<file path="src/rtl/prpe_pkg.sv">
// ----------------------------------------------------------------------------
// prpe_pkg
// Shared types and constants of the pcap RTP payload extractor.
// ----------------------------------------------------------------------------
package prpe_pkg;

	// Parser phases of the byte stream.
	typedef enum logic [3:0] {
		PH_FILE    = 4'd0,
		PH_REC     = 4'd1,
		PH_ETH     = 4'd2,
		PH_IP      = 4'd3,
		PH_UDP     = 4'd4,
		PH_RTP     = 4'd5,
		PH_CSRC    = 4'd6,
		PH_PAYLOAD = 4'd7,
		PH_SKIP    = 4'd8
	} phase_t;

	// Configuration register indexes.
	localparam logic REG_SRC_IP = 1'b0;
	localparam logic REG_DST_IP = 1'b1;

	localparam logic [7:0]  IP_PROTO_UDP = 8'd17;
	localparam logic [6:0]  PT_PCMU      = 7'd0;
	localparam logic [6:0]  PT_MPA       = 7'd14;
	localparam logic [6:0]  PT_VIDEO     = 7'd96;
	localparam logic [31:0] USEC_PER_SEC = 32'd1000000;

	// One forwarded payload word.
	typedef struct packed {
		logic        last_byte;
		logic [31:0] pts;
		logic        pts_valid;
		logic        marker_bit;
		logic [6:0]  payload_kind;
		logic        channel;
		logic [7:0]  payload_byte;
	} result_t;

endpackage

</file>
<file path="src/rtl/pcap_rtp_payload_extractor.sv">
// ----------------------------------------------------------------------------
// pcap_rtp_payload_extractor
// Parses a little-endian pcap byte stream and forwards RTP payload bytes of
// selected IPv4/UDP packets with stream timestamps.
// ----------------------------------------------------------------------------
// Channel   Direction  Handshake                  Contents
// s_axis    in         s_axis_tvalid/tready       data_byte
// m_axis    out        m_axis_tvalid/tready       payload word (see tdata/tuser)
// cfg       in         cfg_we                     src_ip, dst_ip
//
// One byte is accepted per cycle; each result appears in the cycle after the
// byte that causes it, from a single output register.
// The pts product sits in one register stage that reads record times and
// origins that are stable long before the payload. A packet that latches a
// new origin has a pts of zero, so the first payload byte may directly
// follow the RTP header.
// Input stalls only while the output register holds an untaken word.
// Reset clears all parser state and both stream origins.
// ----------------------------------------------------------------------------
module pcap_rtp_payload_extractor (
	input  logic        clk,
	input  logic        arst_n,
	input  logic        s_axis_tvalid,
	output logic        s_axis_tready,
	input  logic [7:0]  s_axis_tdata,   // [7:0] data_byte
	output logic        m_axis_tvalid,
	input  logic        m_axis_tready,
	output logic [47:0] m_axis_tdata,   // [7:0] payload_byte, [8] marker_bit,
	                                    // [9] pts_valid, [41:10] pts, [47:42] zero
	output logic [7:0]  m_axis_tuser,   // [0] channel, [7:1] payload_kind
	output logic        m_axis_tlast,   // last_byte
	input  logic        cfg_we,
	input  logic        cfg_addr,
	input  logic [31:0] cfg_wdata
);

	prpe_pkg::phase_t phase_q;
	logic [31:0] pos_q, reclen_q, sec_q, usec_q, cap_q;
	logic [15:0] udplen_q, left_q, flags_q;
	logic        match_q, seqv_q, aset_q, vset_q;
	logic [15:0] seq_q, prev_seq_q;
	logic [31:0] asec_q, ausec_q, vsec_q, vusec_q, src_q, dst_q;
	logic        ptsvid_q, ptsen_q, ptszero_q;
	logic [31:0] el_a, el_v;
	prpe_pkg::result_t res_q;
	logic        ovalid_q;

	logic acc;
	assign s_axis_tready = !ovalid_q || m_axis_tready;
	assign acc = s_axis_tvalid && s_axis_tready;

	// Configuration writes.
	always_ff @(posedge clk or negedge arst_n) begin
		if (!arst_n) begin
			src_q <= '0;
			dst_q <= '0;
		end else if (cfg_we) begin
			if (cfg_addr == prpe_pkg::REG_SRC_IP) src_q <= cfg_wdata;
			else dst_q <= cfg_wdata;
		end
	end

	prpe_pts_calc u_pa (.clk, .sec(sec_q), .usec(usec_q),
		.origin_sec(asec_q), .origin_usec(ausec_q), .elapsed(el_a));
	prpe_pts_calc u_pv (.clk, .sec(sec_q), .usec(usec_q),
		.origin_sec(vsec_q), .origin_usec(vusec_q), .elapsed(el_v));

	// Combinational decode of header fields.
	logic [7:0]  b;
	logic [6:0]  pt;
	logic        mk;
	logic [3:0]  cc;
	logic [16:0] need;
	logic [31:0] cap_sh;
	logic [31:0] pts_cur;
	logic [15:0] left_m1;
	logic [31:0] rec_m1;
	assign b       = s_axis_tdata;
	assign pt      = flags_q[6:0];
	assign mk      = flags_q[7];
	assign cc      = flags_q[11:8];
	assign need    = 17'd20 + {11'd0, cc, 2'b00};
	assign cap_sh  = {b, cap_q[31:8]};
	assign pts_cur = (!ptsen_q || ptszero_q) ? 32'd0 : (ptsvid_q ? el_v : el_a);
	assign left_m1 = left_q - 16'd1;
	assign rec_m1  = reclen_q - 32'd1;

	// Parser state.
	always_ff @(posedge clk or negedge arst_n) begin
		if (!arst_n) begin
			phase_q <= prpe_pkg::PH_FILE;
			{pos_q, reclen_q, sec_q, usec_q, cap_q} <= '0;
			{udplen_q, left_q, flags_q, seq_q, prev_seq_q} <= '0;
			{match_q, seqv_q, aset_q, vset_q, ptsvid_q, ptsen_q, ptszero_q} <= '0;
			{asec_q, ausec_q, vsec_q, vusec_q} <= '0;
		end else if (acc) begin
			if (phase_q == prpe_pkg::PH_FILE) begin
				pos_q <= pos_q + 32'd1;
				if (pos_q >= 32'd23) begin
					pos_q   <= '0;
					phase_q <= prpe_pkg::PH_REC;
				end
			end else if (phase_q == prpe_pkg::PH_REC) begin
				cap_q <= cap_sh;
				if (pos_q == 32'd3) sec_q <= cap_sh;
				if (pos_q == 32'd7) usec_q <= cap_sh;
				if (pos_q == 32'd11) reclen_q <= cap_sh;
				pos_q <= pos_q + 32'd1;
				if (pos_q >= 32'd15) begin
					pos_q   <= '0;
					phase_q <= (reclen_q != 32'd0) ? prpe_pkg::PH_ETH : prpe_pkg::PH_REC;
				end
			end else begin
				reclen_q <= rec_m1;
				pos_q    <= pos_q + 32'd1;
				case (phase_q)
					prpe_pkg::PH_ETH: begin
						if (pos_q >= 32'd13) begin
							pos_q <= '0; match_q <= 1'b1; phase_q <= prpe_pkg::PH_IP;
						end
					end
					prpe_pkg::PH_IP: begin
						logic bad;
						bad = (pos_q == 32'd9 && b != prpe_pkg::IP_PROTO_UDP)
							|| (pos_q == 32'd12 && b != src_q[31:24])
							|| (pos_q == 32'd13 && b != src_q[23:16])
							|| (pos_q == 32'd14 && b != src_q[15:8])
							|| (pos_q == 32'd15 && b != src_q[7:0])
							|| (pos_q == 32'd16 && b != dst_q[31:24])
							|| (pos_q == 32'd17 && b != dst_q[23:16])
							|| (pos_q == 32'd18 && b != dst_q[15:8])
							|| (pos_q == 32'd19 && b != dst_q[7:0]);
						if (bad) match_q <= 1'b0;
						if (pos_q >= 32'd19) begin
							pos_q   <= '0;
							phase_q <= (match_q && !bad) ? prpe_pkg::PH_UDP
								: prpe_pkg::PH_SKIP;
						end
					end
					prpe_pkg::PH_UDP: begin
						if (pos_q == 32'd4) udplen_q[15:8] <= b;
						if (pos_q == 32'd5) udplen_q[7:0] <= b;
						if (pos_q >= 32'd7) begin
							pos_q <= '0; phase_q <= prpe_pkg::PH_RTP;
						end
					end
					prpe_pkg::PH_RTP: begin
						if (pos_q == 32'd0) flags_q[15:8] <= b;
						if (pos_q == 32'd1) flags_q[7:0] <= b;
						if (pos_q == 32'd2) seq_q[15:8] <= b;
						if (pos_q == 32'd3) seq_q[7:0] <= b;
						if (pos_q >= 32'd11) begin
							pos_q <= '0;
							if (flags_q[15:14] != 2'd2 || (seqv_q && seq_q == prev_seq_q)
								|| {1'b0, udplen_q} < need) begin
								phase_q <= prpe_pkg::PH_SKIP;
							end else begin
								seqv_q     <= 1'b1;
								prev_seq_q <= seq_q;
								left_q     <= 16'(udplen_q - need[15:0]);
								ptsvid_q   <= (pt == prpe_pkg::PT_VIDEO);
								ptsen_q    <= (pt != prpe_pkg::PT_VIDEO) || mk;
								// A packet that sets its stream origin is at time zero.
								ptszero_q  <= ((pt == prpe_pkg::PT_PCMU
									|| pt == prpe_pkg::PT_MPA) && !aset_q)
									|| (pt == prpe_pkg::PT_VIDEO && mk && !vset_q);
								if (pt == prpe_pkg::PT_PCMU || pt == prpe_pkg::PT_MPA) begin
									if (!aset_q) begin
										aset_q <= 1'b1; asec_q <= sec_q; ausec_q <= usec_q;
									end
								end else if (pt == prpe_pkg::PT_VIDEO) begin
									if (mk && !vset_q) begin
										vset_q <= 1'b1; vsec_q <= sec_q; vusec_q <= usec_q;
									end
								end
								if (!(pt == prpe_pkg::PT_PCMU || pt == prpe_pkg::PT_MPA
									|| pt == prpe_pkg::PT_VIDEO) || udplen_q == need[15:0])
									phase_q <= prpe_pkg::PH_SKIP;
								else
									phase_q <= (cc != 4'd0) ? prpe_pkg::PH_CSRC
										: prpe_pkg::PH_PAYLOAD;
							end
						end
					end
					prpe_pkg::PH_CSRC: begin
						if (pos_q + 32'd1 >= {26'd0, cc, 2'b00}) begin
							pos_q <= '0; phase_q <= prpe_pkg::PH_PAYLOAD;
						end
					end
					prpe_pkg::PH_PAYLOAD: begin
						left_q <= left_m1;
						if (left_m1 == 16'd0) phase_q <= prpe_pkg::PH_SKIP;
					end
					default: phase_q <= prpe_pkg::PH_SKIP;
				endcase
				if (rec_m1 == 32'd0) begin
					pos_q <= '0; phase_q <= prpe_pkg::PH_REC;
				end
			end
		end
	end

	// Result register.
	logic fwd;
	assign fwd = acc && phase_q == prpe_pkg::PH_PAYLOAD
		&& !(pt == prpe_pkg::PT_MPA && pos_q < 32'd4);

	always_ff @(posedge clk or negedge arst_n) begin
		if (!arst_n) ovalid_q <= 1'b0;
		else if (s_axis_tready) ovalid_q <= fwd;
	end

	always_ff @(posedge clk) begin
		if (fwd) begin
			res_q.payload_byte <= b;
			res_q.channel      <= (pt == prpe_pkg::PT_VIDEO);
			res_q.payload_kind <= pt;
			res_q.marker_bit   <= mk;
			res_q.pts_valid    <= ptsen_q;
			res_q.pts          <= pts_cur;
			res_q.last_byte    <= (left_m1 == 16'd0) || (rec_m1 == 32'd0);
		end
	end

	assign m_axis_tvalid = ovalid_q;
	assign m_axis_tdata  = {6'd0, res_q.pts, res_q.pts_valid, res_q.marker_bit,
		res_q.payload_byte};
	assign m_axis_tuser  = {res_q.payload_kind, res_q.channel};
	assign m_axis_tlast  = res_q.last_byte;

	// Output word holds while stalled.
	a_hold: assert property (@(posedge clk) disable iff (!arst_n)
		m_axis_tvalid && !m_axis_tready |=> m_axis_tvalid) else $error("word dropped");
	// Nothing is forwarded outside the payload phase.
	a_fwd: assert property (@(posedge clk) disable iff (!arst_n)
		fwd |-> phase_q == prpe_pkg::PH_PAYLOAD) else $error("stray word");
	// Input stalls only behind a waiting word.
	a_rdy: assert property (@(posedge clk) disable iff (!arst_n)
		!s_axis_tready |-> m_axis_tvalid) else $error("needless stall");

endmodule

</file>
<file path="src/rtl/prpe_pts_calc.sv">
// ----------------------------------------------------------------------------
// prpe_pts_calc
// Registered presentation time: elapsed microseconds between a record time
// and a stream origin, one multiply in the first stage.
// ----------------------------------------------------------------------------
module prpe_pts_calc (
	input  logic        clk,
	input  logic [31:0] sec,
	input  logic [31:0] usec,
	input  logic [31:0] origin_sec,
	input  logic [31:0] origin_usec,
	output logic [31:0] elapsed
);

	logic [31:0] sec_part_s1;
	logic [31:0] usec_part_s1;

	// Seconds scaled to microseconds, truncated to 32 bits.
	always_ff @(posedge clk) begin
		sec_part_s1  <= 32'((sec - origin_sec) * prpe_pkg::USEC_PER_SEC);
		usec_part_s1 <= usec - origin_usec;
	end

	assign elapsed = sec_part_s1 + usec_part_s1;

endmodule
</file>
<file path="config.mk">
export PLATFORM = sky130hd
export DESIGN_NAME = pcap_rtp_payload_extractor
export DESIGN_NICKNAME = d
export VERILOG_FILES = /design/src/rtl/prpe_pkg.sv /design/src/rtl/pcap_rtp_payload_extractor.sv /design/src/rtl/prpe_pts_calc.sv
export SDC_FILE = /design/constraint.sdc
export NUM_CORES = 2
export LEC_CHECK = 0
export BUFFER_PORTS_ARGS = -buffer_cell sky130_fd_sc_hd__buf_2
export CORE_MARGIN = 2
export CORE_UTILIZATION = 50
export CTS_CLUSTER_SIZE = 8
export DETAILED_ROUTE_END_ITERATION = 10
export MAX_ROUTING_LAYER = met4
export PLACE_DENSITY = 0.66
export SETUP_SLACK_MARGIN = 0.05
export SLEW_MARGIN = 10
export SYNTH_ARGS = -nofsm -noshare
export SYNTH_HDL_FRONTEND = slang
export SYNTH_SLANG_ARGS = --single-unit
export TNS_END_PERCENT = 5
</file>
<file path="constraint.sdc">
create_clock -name clk -period 15.45 [get_ports clk]
set_clock_uncertainty 0.2 [all_clocks]
set_input_delay 3.09 -clock clk [delete_from_list [all_inputs] [get_ports clk]]
set_output_delay 3.09 -clock clk [all_outputs]
set_load 0.01 [all_outputs]
</file>
### Word level (Yosys, flattened, before mapping)

Index checks and enable logic that the tools add are counted.

| cells by class | value |
|---|---|
| $add $sub $neg | 11 |
| $lt $le $gt $ge | 9 |
| reduce and logical (&&, ||, !) cells | 72 |
| bitwise operators | 6 |
| $mul | 2 |
| equal/unequal tests | 51 |
| muxes and demuxes | 37 |

Operators by type and width:

| operator | count |
|---|---|
| two-way mux 32 bit | 13 |
| == test 32 x 4 -> 1 bit (second input constant) | 6 |
| case mux 32 bit (5 select lines) | 1 |
| == test 32 x 5 -> 1 bit (second input constant) | 4 |
| subtractor 32 bit | 4 |
| == test 32 x 3 -> 1 bit (second input constant) | 3 |
| >= comparator 32 x 4 -> 1 bit (second input constant) | 3 |
| adder 32 bit | 2 |
| == test 32 x 2 -> 1 bit (second input constant) | 2 |
| >= comparator 32 x 5 -> 1 bit (second input constant) | 2 |
| zero test 32 bit | 2 |
| multiplier 32 x 14 -> 26 bit (second input constant) | 2 |
| != test 8 bit | 8 |
| two-way mux 4 bit | 14 |
| adder 32 x 1 -> 32 bit (second input constant) | 1 |
| == test 32 x 1 -> 1 bit (second input constant) | 1 |
| >= comparator 32 x 3 -> 1 bit (second input constant) | 1 |
| >= comparator 32 x 6 -> 1 bit | 1 |
| less-than comparator 32 x 3 -> 1 bit (second input constant) | 1 |
| two-way mux 16 bit | 2 |
| case mux 16 bit (2 select lines) | 1 |
| nonzero test 32 bit | 1 |
| subtractor 32 x 1 -> 32 bit (second input constant) | 1 |
| != test 5 bit (second input constant) | 6 |
| 37 further kinds | 106 |

| storage, ports and cells | value |
|---|---|
| input bits | 46 |
| word-level logic and storage cells | 227 |
| output and inout port bits | 59 |
| register bits | 611 |

### Longest topological paths before layout

| depth | value |
|---|---|
| word-level depth | 18 |
| depth in mapped cells | 34 |
| gate-level depth less buffers | 34 |

### Modules after synthesis

From an unflattened synthesis, not the netlist that was laid out.

| second synthesis, totals | value |
|---|---|
| cell total of the unflattened synthesis | 3953 |
| area total of the unflattened synthesis | 39874.5 um^2 |

Modules (own cells, without submodules):

| module | times used | cells an instance | area each (um^2) | sequential area each (um^2) |
|---|---|---|---|---|
| pcap_rtp_payload_extractor | 1 | 1925 | 22764.3 | 12391.9 |
| prpe_pts_calc at u_pv | 1 | 1033 | 8637.0 | 1161.1 |
| prpe_pts_calc at u_pa | 1 | 995 | 8473.1 | 1161.1 |

### Least setup slack after synthesis

Ideal clock, no wire load.

| timing | value |
|---|---|
| path kind | input port to flip-flop |
| from | input m_axis_tready |
| to | register res_q (netlist bit m_axis_tdata[0]) (enable) |
| library setup time | 0.522 ns |
| slack | 7.418 ns |
| arrival time | 7.309 ns |
| cell stages on the path | 5 |
| cell sequence | nand2b_1 > nand2_1 > clkbuf_1 > clkbuf_1 > nor3_1 |

| between the ends | value |
|---|---|
| cells in the longest elaborated chain, start to end | 4 |

RTL lines:

| what | line | RTL |
|---|---|---|
| from (decl) | pcap_rtp_payload_extractor.sv:27 | `input logic m_axis_tready,` |
| logical OR 1 bit | pcap_rtp_payload_extractor.sv:49 | `assign s_axis_tready = !ovalid_q \|\| m_axis_tready;` |
| logical AND 1 bit | pcap_rtp_payload_extractor.sv:50 | `assign acc = s_axis_tvalid && s_axis_tready;` |
| logical AND 1 bit | pcap_rtp_payload_extractor.sv:205 | `assign fwd = acc && phase_q == prpe_pkg::PH_PAYLOAD` |
| logical AND 1 bit | pcap_rtp_payload_extractor.sv:206 | `&& !(pt == prpe_pkg::PT_MPA && pos_q < 32'd4);` |
| via fwd | pcap_rtp_payload_extractor.sv:204 | `logic fwd;` |
| to (decl) | pcap_rtp_payload_extractor.sv:45 | `prpe_pkg::result_t res_q;` |

The timed path passes the listed nets, and every way through them passes these cells.
A chain may end at the register's enable or synchronous reset.

### Final worst setup path

| timing | value |
|---|---|
| from | register sec_q[0] |
| to | register u_pa.sec_part_s1[31] |

| between the ends | value |
|---|---|
| cells in the longest elaborated chain, start to end | 2 |

RTL lines:

| what | line | RTL |
|---|---|---|
| from (decl) | pcap_rtp_payload_extractor.sv:38 | `logic [31:0] pos_q, reclen_q, sec_q, usec_q, cap_q;` |
| from (signal assigned) | pcap_rtp_payload_extractor.sv:105 | `if (pos_q == 32'd3) sec_q <= cap_sh;` |
| subtractor 32 bit | prpe_pts_calc.sv:20 | `sec_part_s1 <= 32'((sec - origin_sec) * prpe_pkg::USEC_PER_SEC);` |
| multiplier 32 x 14 -> 26 bit | prpe_pts_calc.sv:20 |  |
| to (signal assigned) | prpe_pts_calc.sv:20 |  |
| to (decl) | prpe_pts_calc.sv:15 | `logic [31:0] sec_part_s1;` |

Every way passes these cells.

==> metrics <==
Hold Path Depth=1; Max-cap violations=0; setup slack, reg-to-reg=7.55 ns; WP data arrival=8.21 ns; share of synthesized registers carrying an async set or reset=0.714; post_cts resized=0; Tot GR Track Use=0.239; largest net degree at the start of global routing=between 100 and 150; post-DP HPWL=between 60 and 70 mm; cell count after synthesis=about 4,000; Worst Tran Pin Value=approximately 1.1 ns; CP startpoint kind=flip-flop; CTS Sinks=583; top cells by count, synth=inv_1, dfrtp_1, ha_1; TNS Setup=0 ns; Final setup viols=0; RSZ-0062 raised after global routing=false; NumNets Final=approximately 4,500; die area=80,200 sq um; Worst path slowest cell=fa_1; post-layout min period=7.90 ns; # rows=about 100; area of the mapped netlist=between 30,000 and 40,000 sq um; Port Buffers=a little under 100; Hold/Removal Path Class=flip-flop to flip-flop; Worst Path Buf+Inv=7; Avg WL per Cell=about 18 microns; Final Cycle Share=0.511; register area share after synthesis=0.366; via count=~28,000; Post-CTS Setup Bufs=0; CTS Buf Count=84; top-count cell post-synth=inv_1; CP peak stage delay=between 0.5 and 0.6 ns; post-synth top area share=0.267; clock buffer depth=3; Final ANT Viol Nets=0; maximum fanout along the worst path=8; Peak Freq=between 100 and 150 MHz; vias per inst=between 5 and 6; io pins=approximately 110; most frequent CP cell=inv_1; router iterations before antenna repair=5; hold wc startpoint=vset_q; crit path launch=sec_q[0]; drt total wl=around 93 mm; Post-synth EDFFs=51; CTS clk-pin slew, worst paths=~0.05 ns; Area Overhead vs Synth=9.96%; WHS Endpoint=vset_q; worst r2r dst=u_pa.sec_part_s1[31]; Slew headroom=0.275; Critical R2R Launch=sec_q[0]; RD Place Congestion=roughly 0.9; gr ovfl total=0; Yosys cell types=94; Horiz. Die Dim=between 200 and 300 microns; area leader, netlist=dfrtp_1; CP Data Required Time=~16 ns; drt drc=0; hold buffers post-CTS=0; TritonCTS clock tree=yes; Post-Route Utilization=0.554; Starting Density=0.504; Fin Hold WS=around 0.26 ns; clk root buf=clkbuf_16; status=finished, final reports clean; yosys warns=0; crit-path leading delay family=adder cells; vias in the first global route=27,700; fraction of layout cells with a size suffix above 1=0.134; Setup Crit Path Kind=flip-flop to flip-flop; crit end category=flip-flop; Placed Area=40,400 sq um; initial antenna violation count=0; Max Slew Vio Count=0; H-Tree Depth=3; count of final hold-check violations=0; Clock Latency Late Sink=roughly 0.65 ns; Synth Register Bits=583; first-pass GRT wire length=150 mm; Core Region=roughly 77,000 sq um; Die Span Y=~280 microns; drt initial violations=around 1,600; Mean Syn Cell Area=9.82 sq um; r2r worst-path depth=32; Synth area leaders=dfrtp_1, ha_1, mux2_2; final instance area=42,800 sq um; top_reg_cell synth=dfrtp_1
-- sequential cells by signal (all words and copies together), names as in the netlist, 32 cells and up --
register	cells
ausec_q	32
pos_q	32
dst_q	32
vusec_q	32
u_pv.usec_part_s1	32
usec_q	32
reclen_q	32
src_q	32
m_axis_tdata	42
u_pa.usec_part_s1	32
-- how the worst max path moves through the flow --
stage	endpoint	slack (ns)	cells past startpoint
6_report	u_pa.sec_part_s1[31]	7.55	32
5_1_grt	u_pa.sec_part_s1[31]	6.94	32
4_1_cts	u_pa.sec_part_s1[31]	7.56	32
3_5_place_dp	u_pa.sec_part_s1[31]	7.61	32
3_3_place_gp	u_pv.sec_part_s1[31]	7.80	29
2_1_floorplan	m_axis_tdata[0]	7.42	5
-- cell usage in the layout, fill, tap and decap left out, drive strengths merged, types with 127 or more instances in the layout --
cell type / synthesis / layout
xnor2: 228 / 228
ha: 321 / 321
nor2: 201 / 201
dfrtp: 416 / 416
buf: 37 / 128
inv: 466 / 469
fa: 127 / 127
nand2: 219 / 219
o21ai: 267 / 267
a21oi: 226 / 226
mux2: 265 / 265
-- layout make-up --
class | instances | area [sq um]
clock inverters | 7 | 130
multi-input cells | 2776 | 22400
repair buffers | 128 | 726
fillers | 6823 | 34500
diodes | 1 | 2.50
well taps | 1040 | 1300
clock buffers | 116 | 2270
flip-flops and latches | 583 | 14300
inverters | 467 | 1750
-- kinds of logic (layout without fill, tap and decap cells) --
logic type / Yosys count / in the layout / synth area share
other: 1 / 7 / 0.0000963
muxes: 281 / 281 / 0.0807
and+or+nand+nor: 846 / 846 / 0.108
AOI/OAI and AO/OA: 872 / 872 / 0.141
adders and majority gates: 448 / 448 / 0.168
xor gates and xnor gates: 323 / 323 / 0.0744
DFF: 583 / 583 / 0.366
buffers and inverters: 614 / 718 / 0.0607
-- metrics by stage --
step                worst slack (ns)  cells
detailed placement              7.61   4994
global placement                7.80   4994
finish                          7.55   5118
CTS                             7.56   5117
floorplan                       7.42   3973
global route                    6.94   5117
-- per-layer routing --
metal	GRT usage	wire length [microns]	vias to the layer above
met5	-	0	-
met4	0.0607	2060	0
met3	0.0267	3110	137
met2	0.389	44000	533
met1	0.319	43600	13700
li1	-	-	13900
Power is left out: the tool's default activity adds up to more than one toggle a clock period on the data nets, which glitch-free logic cannot reach.
